`config.mk`:
```
export PLATFORM = sky130hd
export DESIGN_NAME = led_matrix_bit_plane_packer
export DESIGN_NICKNAME = d
export VERILOG_FILES = /design/src/rtl/lmbp_pkg.sv /design/src/rtl/lmbp_ram.sv /design/src/rtl/lmbp_palette.sv /design/src/rtl/lmbp_plane_pack.sv /design/src/rtl/led_matrix_bit_plane_packer.sv
export SDC_FILE = /design/constraint.sdc
export NUM_CORES = 1
export LEC_CHECK = 0
export ABC_AREA = 0
export BUFFER_PORTS_ARGS = -buffer_cell sky130_fd_sc_hd__buf_2
export CORE_AREA = 2 2 242 185
export CTS_CLUSTER_DIAMETER = 100
export DETAILED_ROUTE_END_ITERATION = 10
export DIE_AREA = 0 0 244 187
export PLACE_DENSITY = 0.78
export SETUP_SLACK_MARGIN = 0.2
export SYNTH_ARGS = -nofsm -noshare
export SYNTH_HDL_FRONTEND = slang
export SYNTH_SLANG_ARGS = --single-unit
```
`constraint.sdc`:
```
create_clock -name clk -period 4.9 [get_ports clk]
set_clock_uncertainty 0.15 [all_clocks]
set_input_delay 0.98 -clock clk [delete_from_list [all_inputs] [get_ports clk]]
set_output_delay 0.98 -clock clk [all_outputs]
set_load 0.01 [all_outputs]
```
`src/rtl/lmbp_pkg.sv`:
```
`timescale 1ns / 1ps
// ----------------------------------------------------------------------------
// lmbp_pkg
// Shared types and constants for the LED matrix bit-plane packer.
// ----------------------------------------------------------------------------
package lmbp_pkg;

    localparam int COLOR_W       = 24;
    localparam int PAL_IDX_W     = 4;
    localparam int PAL_DEPTH     = 16;
    localparam int ROW_ADDR_W    = 5;
    localparam int BSEL_W        = 3;
    localparam int THR_W         = 6;
    localparam int WORD_W        = 32;
    localparam int ACC_W         = 24;
    localparam int ROW_WIDTH_DEF = 64;

    typedef logic [COLOR_W-1:0]    color_t;
    typedef logic [PAL_IDX_W-1:0]  pal_idx_t;
    typedef logic [ROW_ADDR_W-1:0] row_addr_t;
    typedef logic [BSEL_W-1:0]     bsel_t;
    typedef logic [THR_W-1:0]      thr_t;
    typedef logic [WORD_W-1:0]     word_t;

    typedef enum logic [0:0] {
        OP_PIXEL   = 1'b0,
        OP_PALETTE = 1'b1
    } opcode_t;

    localparam pal_idx_t PAL_NONE = '0;

    // Palette write request
    typedef struct packed {
        logic     en;
        pal_idx_t idx;
        color_t   color;
    } pal_wr_t;

    // Pixel request handed to the plane packer
    typedef struct packed {
        logic     load;
        color_t   upper_color;
        color_t   lower_color;
        pal_idx_t upper_overlay;
        pal_idx_t lower_overlay;
        bsel_t    bit_select;
        row_addr_t row_index;
    } pix_req_t;

endpackage

```
`src/rtl/lmbp_ram.sv`:
```
`timescale 1ns / 1ps
// ----------------------------------------------------------------------------
// lmbp_ram
// Generic single-write, single-read RAM with registered read data.
// ----------------------------------------------------------------------------
module lmbp_ram #(
    parameter int WIDTH = lmbp_pkg::COLOR_W,
    parameter int DEPTH = lmbp_pkg::PAL_DEPTH
) (
    input  logic                     clk,
    input  logic                     we,
    input  logic [$clog2(DEPTH)-1:0] waddr,
    input  logic [WIDTH-1:0]         wdata,
    input  logic                     re,
    input  logic [$clog2(DEPTH)-1:0] raddr,
    output logic [WIDTH-1:0]         rdata
);

    logic [WIDTH-1:0] mem [DEPTH];
    logic [WIDTH-1:0] rdata_reg;

    always_ff @(posedge clk)
    begin
        if (we)
        begin
            mem[waddr] <= wdata;
        end
        if (re)
        begin
            rdata_reg <= mem[raddr];
        end
    end

    assign rdata = rdata_reg;

endmodule

```
`src/rtl/lmbp_palette.sv`:
```
`timescale 1ns / 1ps
// ----------------------------------------------------------------------------
// lmbp_palette
// Overlay palette: two RAM copies for two read ports, per-entry valid bits.
// ----------------------------------------------------------------------------
module lmbp_palette (
    input  logic               clk,
    input  logic               rst_n,
    input  lmbp_pkg::pal_wr_t  wr,
    input  logic               rd_en,
    input  lmbp_pkg::pal_idx_t rd_idx_upper,
    input  lmbp_pkg::pal_idx_t rd_idx_lower,
    output lmbp_pkg::color_t   pal_upper,
    output lmbp_pkg::color_t   pal_lower
);

    logic [lmbp_pkg::PAL_DEPTH-1:0] valid_reg;
    logic [lmbp_pkg::PAL_DEPTH-1:0] valid_next;
    logic                           hit_upper_reg;
    logic                           hit_lower_reg;
    logic                           we;
    lmbp_pkg::color_t               rdata_upper;
    lmbp_pkg::color_t               rdata_lower;

    // entry zero means no overlay; drop writes to it
    assign we = wr.en && (wr.idx != lmbp_pkg::PAL_NONE);

    always_comb
    begin
        valid_next = valid_reg;
        if (we)
        begin
            valid_next[wr.idx] = 1'b1;
        end
    end

    always_ff @(posedge clk or negedge rst_n)
    begin
        if (!rst_n)
        begin
            valid_reg     <= '0;
            hit_upper_reg <= 1'b0;
            hit_lower_reg <= 1'b0;
        end
        else
        begin
            valid_reg <= valid_next;
            if (rd_en)
            begin
                hit_upper_reg <= valid_reg[rd_idx_upper];
                hit_lower_reg <= valid_reg[rd_idx_lower];
            end
        end
    end

    lmbp_ram #(
        .WIDTH (lmbp_pkg::COLOR_W),
        .DEPTH (lmbp_pkg::PAL_DEPTH)
    ) u_ram_upper (
        .clk   (clk),
        .we    (we),
        .waddr (wr.idx),
        .wdata (wr.color),
        .re    (rd_en),
        .raddr (rd_idx_upper),
        .rdata (rdata_upper)
    );

    lmbp_ram #(
        .WIDTH (lmbp_pkg::COLOR_W),
        .DEPTH (lmbp_pkg::PAL_DEPTH)
    ) u_ram_lower (
        .clk   (clk),
        .we    (we),
        .waddr (wr.idx),
        .wdata (wr.color),
        .re    (rd_en),
        .raddr (rd_idx_lower),
        .rdata (rdata_lower)
    );

    // entries never written read as zero
    assign pal_upper = hit_upper_reg ? rdata_upper : '0;
    assign pal_lower = hit_lower_reg ? rdata_lower : '0;

    assert property (@(posedge clk) disable iff (!rst_n) !valid_reg[0])
        else $error("palette entry zero marked valid");

endmodule

```
`src/rtl/lmbp_plane_pack.sv`:
```
`timescale 1ns / 1ps
// ----------------------------------------------------------------------------
// lmbp_plane_pack
// Pixel stage: resolve overlay, extract plane bits, pack words, output reg.
// ----------------------------------------------------------------------------
module lmbp_plane_pack #(
    parameter int ROW_WIDTH = lmbp_pkg::ROW_WIDTH_DEF
) (
    input  logic                  clk,
    input  logic                  rst_n,
    input  lmbp_pkg::thr_t        threshold,
    input  lmbp_pkg::pix_req_t    req,
    input  lmbp_pkg::color_t      pal_upper,
    input  lmbp_pkg::color_t      pal_lower,
    output logic                  busy,
    output logic                  out_valid,
    input  logic                  out_stall,
    output lmbp_pkg::word_t       pixel_word,
    output lmbp_pkg::row_addr_t   row_address,
    output logic                  end_of_row
);

    localparam int CNT_W = $clog2(ROW_WIDTH);
    localparam int CMP_W = (CNT_W + 1 > lmbp_pkg::THR_W) ? CNT_W + 1 : lmbp_pkg::THR_W;

    function automatic logic [2:0] plane_bits(lmbp_pkg::color_t c, lmbp_pkg::bsel_t b);
        logic [7:0] lo_byte;
        logic [7:0] mid_byte;
        logic [7:0] hi_byte;
        lo_byte  = c[7:0];
        mid_byte = c[15:8];
        hi_byte  = c[23:16];
        return {lo_byte[b], mid_byte[b], hi_byte[b]};
    endfunction

    // stage 1 registers
    logic                s1_valid_reg;
    lmbp_pkg::color_t    s1_upper_reg;
    lmbp_pkg::color_t    s1_lower_reg;
    lmbp_pkg::pal_idx_t  s1_upper_ovl_reg;
    lmbp_pkg::pal_idx_t  s1_lower_ovl_reg;
    lmbp_pkg::bsel_t     s1_bsel_reg;
    lmbp_pkg::row_addr_t s1_row_reg;

    // row state
    logic [CNT_W-1:0]         count_reg;
    logic [CNT_W-1:0]         count_next;
    logic [lmbp_pkg::ACC_W-1:0] acc_reg;
    logic [lmbp_pkg::ACC_W-1:0] acc_next;

    // output register
    logic                out_valid_reg;
    lmbp_pkg::word_t     word_reg;
    lmbp_pkg::row_addr_t row_reg;
    logic                eor_reg;

    lmbp_pkg::color_t    upper_res;
    lmbp_pkg::color_t    lower_res;
    logic [CNT_W:0]      count_inc;
    logic                last;
    logic [1:0]          slot;
    logic                emits;
    logic                blank;
    logic [7:0]          pix_byte;
    lmbp_pkg::word_t     word_full;
    logic                out_free;
    logic                s1_done;

    always_comb
    begin
        upper_res = (s1_upper_ovl_reg != lmbp_pkg::PAL_NONE) ? pal_upper : s1_upper_reg;
        lower_res = (s1_lower_ovl_reg != lmbp_pkg::PAL_NONE) ? pal_lower : s1_lower_reg;
        count_inc = {1'b0, count_reg} + 1'b1;
        last      = count_inc >= (CNT_W + 1)'(ROW_WIDTH);
        slot      = count_reg[1:0];
        emits     = (slot == 2'd3) || last;
        blank     = CMP_W'(count_inc) > CMP_W'(threshold);
        pix_byte  = {blank, 1'b0, plane_bits(lower_res, s1_bsel_reg),
                     plane_bits(upper_res, s1_bsel_reg)};
        word_full = {8'h00, acc_reg} | (lmbp_pkg::WORD_W'(pix_byte) << {slot, 3'b000});
        out_free  = !out_valid_reg || !out_stall;
        s1_done   = s1_valid_reg && (!emits || out_free);
        busy      = s1_valid_reg && !s1_done;
        count_next = last ? '0 : count_inc[CNT_W-1:0];
        acc_next   = emits ? '0 : word_full[lmbp_pkg::ACC_W-1:0];
    end

    always_ff @(posedge clk or negedge rst_n)
    begin
        if (!rst_n)
        begin
            s1_valid_reg  <= 1'b0;
            count_reg     <= '0;
            acc_reg       <= '0;
            out_valid_reg <= 1'b0;
        end
        else
        begin
            if (req.load)
            begin
                s1_valid_reg <= 1'b1;
            end
            else if (s1_done)
            begin
                s1_valid_reg <= 1'b0;
            end
            if (s1_done)
            begin
                count_reg <= count_next;
                acc_reg   <= acc_next;
            end
            if (s1_done && emits)
            begin
                out_valid_reg <= 1'b1;
            end
            else if (out_free)
            begin
                out_valid_reg <= 1'b0;
            end
        end
    end

    always_ff @(posedge clk)
    begin
        if (req.load)
        begin
            s1_upper_reg     <= req.upper_color;
            s1_lower_reg     <= req.lower_color;
            s1_upper_ovl_reg <= req.upper_overlay;
            s1_lower_ovl_reg <= req.lower_overlay;
            s1_bsel_reg      <= req.bit_select;
            s1_row_reg       <= req.row_index;
        end
        if (s1_done && emits)
        begin
            word_reg <= word_full;
            row_reg  <= s1_row_reg;
            eor_reg  <= last;
        end
    end

    assign out_valid   = out_valid_reg;
    assign pixel_word  = word_reg;
    assign row_address = row_reg;
    assign end_of_row  = eor_reg;

    assert property (@(posedge clk) disable iff (!rst_n) (s1_done && emits) |=> out_valid_reg)
        else $error("emitted word lost");

    assert property (@(posedge clk) disable iff (!rst_n)
        (s1_done && last) |=> (count_reg == '0) && (acc_reg == '0))
        else $error("row state not restarted after last pixel");

    assert property (@(posedge clk) disable iff (!rst_n)
        busy |-> (s1_valid_reg && out_valid_reg && out_stall))
        else $error("pixel stage held without output backpressure");

    assert property (@(posedge clk) disable iff (!rst_n)
        {1'b0, count_reg} < (CNT_W + 1)'(ROW_WIDTH))
        else $error("column count beyond row width");

endmodule

```
`src/rtl/led_matrix_bit_plane_packer.sv`:
```
`timescale 1ns / 1ps
// An accepted pixel is captured in the pixel stage while the palette RAMs read;
// the word it completes is registered in the output register once that is free.
// Throughput: one request per cycle, except while in_stall is high.
// Palette writes produce no output.
// Reset: palette valid bits, column count, accumulator, threshold and valids clear
// at once (asynchronous, active low); no clearing pass is needed.
// ----------------------------------------------------------------------------
// led_matrix_bit_plane_packer
// Packs one color bit plane of a two-half LED panel into 32-bit words.
// ----------------------------------------------------------------------------
module led_matrix_bit_plane_packer #(
    parameter int ROW_WIDTH = lmbp_pkg::ROW_WIDTH_DEF
) (
    input  logic                clk,
    input  logic                rst_n,
    // configuration
    input  logic                cfg_wr_en,
    input  lmbp_pkg::thr_t      cfg_wr_data,
    // request channel
    input  logic                in_valid,
    output logic                in_stall,
    input  logic                opcode,
    input  lmbp_pkg::color_t    upper_color,
    input  lmbp_pkg::color_t    lower_color,
    input  lmbp_pkg::pal_idx_t  upper_overlay,
    input  lmbp_pkg::pal_idx_t  lower_overlay,
    input  lmbp_pkg::bsel_t     bit_select,
    input  lmbp_pkg::row_addr_t row_index,
    input  lmbp_pkg::pal_idx_t  palette_index,
    input  lmbp_pkg::color_t    palette_color,
    // result channel
    output logic                out_valid,
    input  logic                out_stall,
    output lmbp_pkg::word_t     pixel_word,
    output lmbp_pkg::row_addr_t row_address,
    output logic                end_of_row
);

    lmbp_pkg::thr_t     threshold_reg;
    logic               accept;
    logic               busy;
    lmbp_pkg::pal_wr_t  pal_wr;
    lmbp_pkg::pix_req_t pix_req;
    lmbp_pkg::color_t   pal_upper;
    lmbp_pkg::color_t   pal_lower;

    // Brightness threshold; user writes it only while the block is idle, unchecked.
    always_ff @(posedge clk or negedge rst_n)
    begin
        if (!rst_n)
        begin
            threshold_reg <= '0;
        end
        else if (cfg_wr_en)
        begin
            threshold_reg <= cfg_wr_data;
        end
    end

    // Stall only when the pixel stage holds a word the output register cannot take.
    assign in_stall = busy;
    assign accept   = in_valid && !busy;

    // Route palette writes straight to the RAMs at the accept edge.
    always_comb
    begin
        pal_wr.en    = accept && (opcode == lmbp_pkg::OP_PALETTE);
        pal_wr.idx   = palette_index;
        pal_wr.color = palette_color;
    end

    // Launch pixel requests: palette read and pixel stage load on the same edge.
    always_comb
    begin
        pix_req.load          = accept && (opcode == lmbp_pkg::OP_PIXEL);
        pix_req.upper_color   = upper_color;
        pix_req.lower_color   = lower_color;
        pix_req.upper_overlay = upper_overlay;
        pix_req.lower_overlay = lower_overlay;
        pix_req.bit_select    = bit_select;
        pix_req.row_index     = row_index;
    end

    lmbp_palette u_palette (
        .clk          (clk),
        .rst_n        (rst_n),
        .wr           (pal_wr),
        .rd_en        (pix_req.load),
        .rd_idx_upper (upper_overlay),
        .rd_idx_lower (lower_overlay),
        .pal_upper    (pal_upper),
        .pal_lower    (pal_lower)
    );

    lmbp_plane_pack #(
        .ROW_WIDTH (ROW_WIDTH)
    ) u_plane_pack (
        .clk         (clk),
        .rst_n       (rst_n),
        .threshold   (threshold_reg),
        .req         (pix_req),
        .pal_upper   (pal_upper),
        .pal_lower   (pal_lower),
        .busy        (busy),
        .out_valid   (out_valid),
        .out_stall   (out_stall),
        .pixel_word  (pixel_word),
        .row_address (row_address),
        .end_of_row  (end_of_row)
    );

endmodule
```
==> flow_summary.toml <==
[worst_setup_path]
critical_path.max_stage_delay_ns = 0.95
path_cells = "ha_1 -> nand4_1 -> nand3_1 -> nor2_1 -> nand2_1 -> nor2_4"
arrival_ns = 3.42
r2r_start = "u_plane_pack.count_reg[0]"
startpoint_type = "register"
r2r-end = "u_palette.u_ram_upper.mem[13][9]"
startpoint = "u_plane_pack.count_reg[0]"
end_kind = "register"
setup.worst_path.class = "register to register"
critPathSlowestCell = "nor2_4"
r2r_setup_slack_ns = 1.57
crit_fanout = 25
critPathCapture = "u_palette.u_ram_upper.mem[13][9]"
reg2reg_depth = 6
cp_data_required_time_ns = 4.98

[floorplan]
rows = 67
ioPinCount = 144
design.die.area_sq_mm = 0.0456
fp.dieH_um = 187
core_sq_mm = 0.0437
die-width_um = 244
start_util_pct = 58.7

[global_route]
overflow = 0
grt_pass1_vias = 13400
grt_max_degree = 102
gr-usage-all-layers_pct = 26.7
grt_pass1_wl_um = 87700
antenna_found_initial = 6

[clock_tree]
insertion_delay_ns = 0.62
numCtsBuffers = 57
cts_max_path_buffers = 3
htree_levels = 2
clockRootBuffer = "clkbuf_16"
cts.sinks = 583
ctsHoldBuffers = 0
cts_setup_buffers = 0
clk_pin_slew_ns = 0.06
cts_tree = "done"
post_cts_resized = 0

[final_layout]
layout_common_cells = "edfxtp_1, mux4_2, buf_2"
layout-drive-gt1-share_pct = 38.5
area_growth_pct = 12.7
largest-register = "u_palette.u_ram_upper.mem"
post-route-util_pct = 66.2
final_nets = 1455
final_area_sq_mm = 0.0289
fillers = 2759
largest_reg_flops = 384
final_common_cell = "edfxtp_1"

[drt]
drt_iter0_markers = 1592
routedWlPerCell_um = 30.0
ant_nets = 0
routed_wl_um = 59200
dr.pass1.iters = 5
drc_errors = 0
via_count = 13200
viasPerCell = 6.69

[synth]
synth_edf_count = 530
ys_seq_elements = 583
synth.avg_cell_area_sq_um = 22.1
synthesis.area_sq_mm = 0.0256
ys_warn_count = 0
synthDistinctLibCells = 47
synth_top_area_cell = "edfxtp_1"
synth_top_flop_cell = "edfxtp_1"
yosysSeqAreaShare_pct = 67.3
synth.area.top_cells = "edfxtp_1, mux4_2, dfrtp_1"
synthArstFlopShare_pct = 9.09
syn_inst = 1158
yosys.area.top_type_share_pct = 62.1

[sta]
fmax_mhz = 300
finalSetupViolCount = 0
post-route-min-period_ns = 3.33
tightest_slew_ns = 1.23
slew_headroom_pct = 18.0
finalHoldViolations = 0
rsz0062_at_grt = "false"
slew_viol_final = 0
min_period_over_period_pct = 68.1
fin_setup_tns_ns = 0

[worst_hold_path]
hold_depth = 0
hp-class = "register to register"

[placed_design]
dpl.hpwl_um = 34700
placed_cell_area_sq_mm = 0.0270
gp_congestion = 0.824
port_buffers = 139

[power]
peakVddDrop_uv = 355
total_leakage_power_nw = 9.81
powerDensity_mw_per_mm2 = 395

[run]
cap_violations = 0

[outcome]
outcome = "completed"
==> synthesized netlist by cell type (all sizes together), types with 7 or more instances <==
cell type	number
a21oi	7
a22o	7
buf	59
clkbuf	9
dfrtp	53
edfxtp	530
ha	7
inv	11
mux4	274
nand2	48
nand3	15
nor2	24
o21ai	29
o21bai	18
or2	17
==> worst max-delay path, delay by kind of cell, from the launching register on <==
kind / cells / cell delay (ns)
simple gates: 5 / 1.89
fa+ha+maj: 1 / 0.39
flops: 1 / 0.50
==> report_power, final <==
part | switching (mW) | total, mW | leakage, nW | internal [mW]
sequential | 0.167 | 5.91 | 5.49 | 5.74
combinational | 0.587 | 1.15 | 3.41 | 0.565
clock | 1.82 | 4.34 | 0.912 | 2.52
total | 2.57 | 11.4 | 9.81 | 8.83
==> routing by layer <==
| layer | vias up | share of wire, % | GRT usage (%) | routed length, um |
|---|---|---|---|---|
| li1 | 5358 | - | - | - |
| met1 | 6971 | 38 | 37.3 | 22400 |
| met2 | 762 | 49 | 41.9 | 28700 |
| met3 | 121 | 11 | 7.35 | 6480 |
| met4 | 8 | 2.6 | 8.21 | 1560 |
| met5 | - | 0.093 | 0 | 55 |
==> worst min-delay path by stage <==
stage                                from                           to  slack (ns)
6_report           u_palette.valid_reg[0]       u_palette.valid_reg[0]        0.25
5_1_grt            u_palette.valid_reg[0]       u_palette.valid_reg[0]        0.27
4_1_cts            u_palette.valid_reg[0]       u_palette.valid_reg[0]        0.26
3_5_place_dp       u_palette.valid_reg[0]       u_palette.valid_reg[0]        0.25
3_3_place_gp       u_palette.valid_reg[0]       u_palette.valid_reg[0]        0.24
2_1_floorplan  u_plane_pack.s1_row_reg[0]  u_plane_pack.row_address[0]        0.25
==> cell type report <==
class                   instances  area [sq um]  share of cell area (%)
multi-input cells             519          7950                    27.5
repair buffers                172          1070                    3.71
inverters                      11          43.8                   0.152
flip-flops and latches        583         17200                    59.7
clock buffers                  77          1580                    5.48
clock inverters                28           269                   0.931
diodes                          1          2.50                 0.00866
well taps                     586           733                    2.54
==> per-stage QoR <==
stage               hold WS (ns)  cells  setup slack (ns)  total power, mW
finish                     0.253   1977              1.57             11.4
global route               0.267   1976              1.42             11.8
detailed placement         0.246   1871              1.38             7.15
global placement           0.239   1871              1.41             7.09
floorplan                  0.250   1185             0.588             6.78
CTS                        0.255   1976              1.58             11.5
==> logic make-up (layout without fill, tap and decap cells) <==
logic type	count (synthesis)	after routing	share of synthesized area, %
DFF	583	583	67.3
muxes	278	278	25.2
and+or+nand+nor	129	129	2.49
buffers and inverters	83	288	2.52
AOI/OAI and AO/OA	71	71	1.97
adders and majority gates	7	7	0.342
xor gates and xnor gates	6	6	0.205
other	1	29	0.0146
Note: power is estimated with default switching activity, not from simulation.
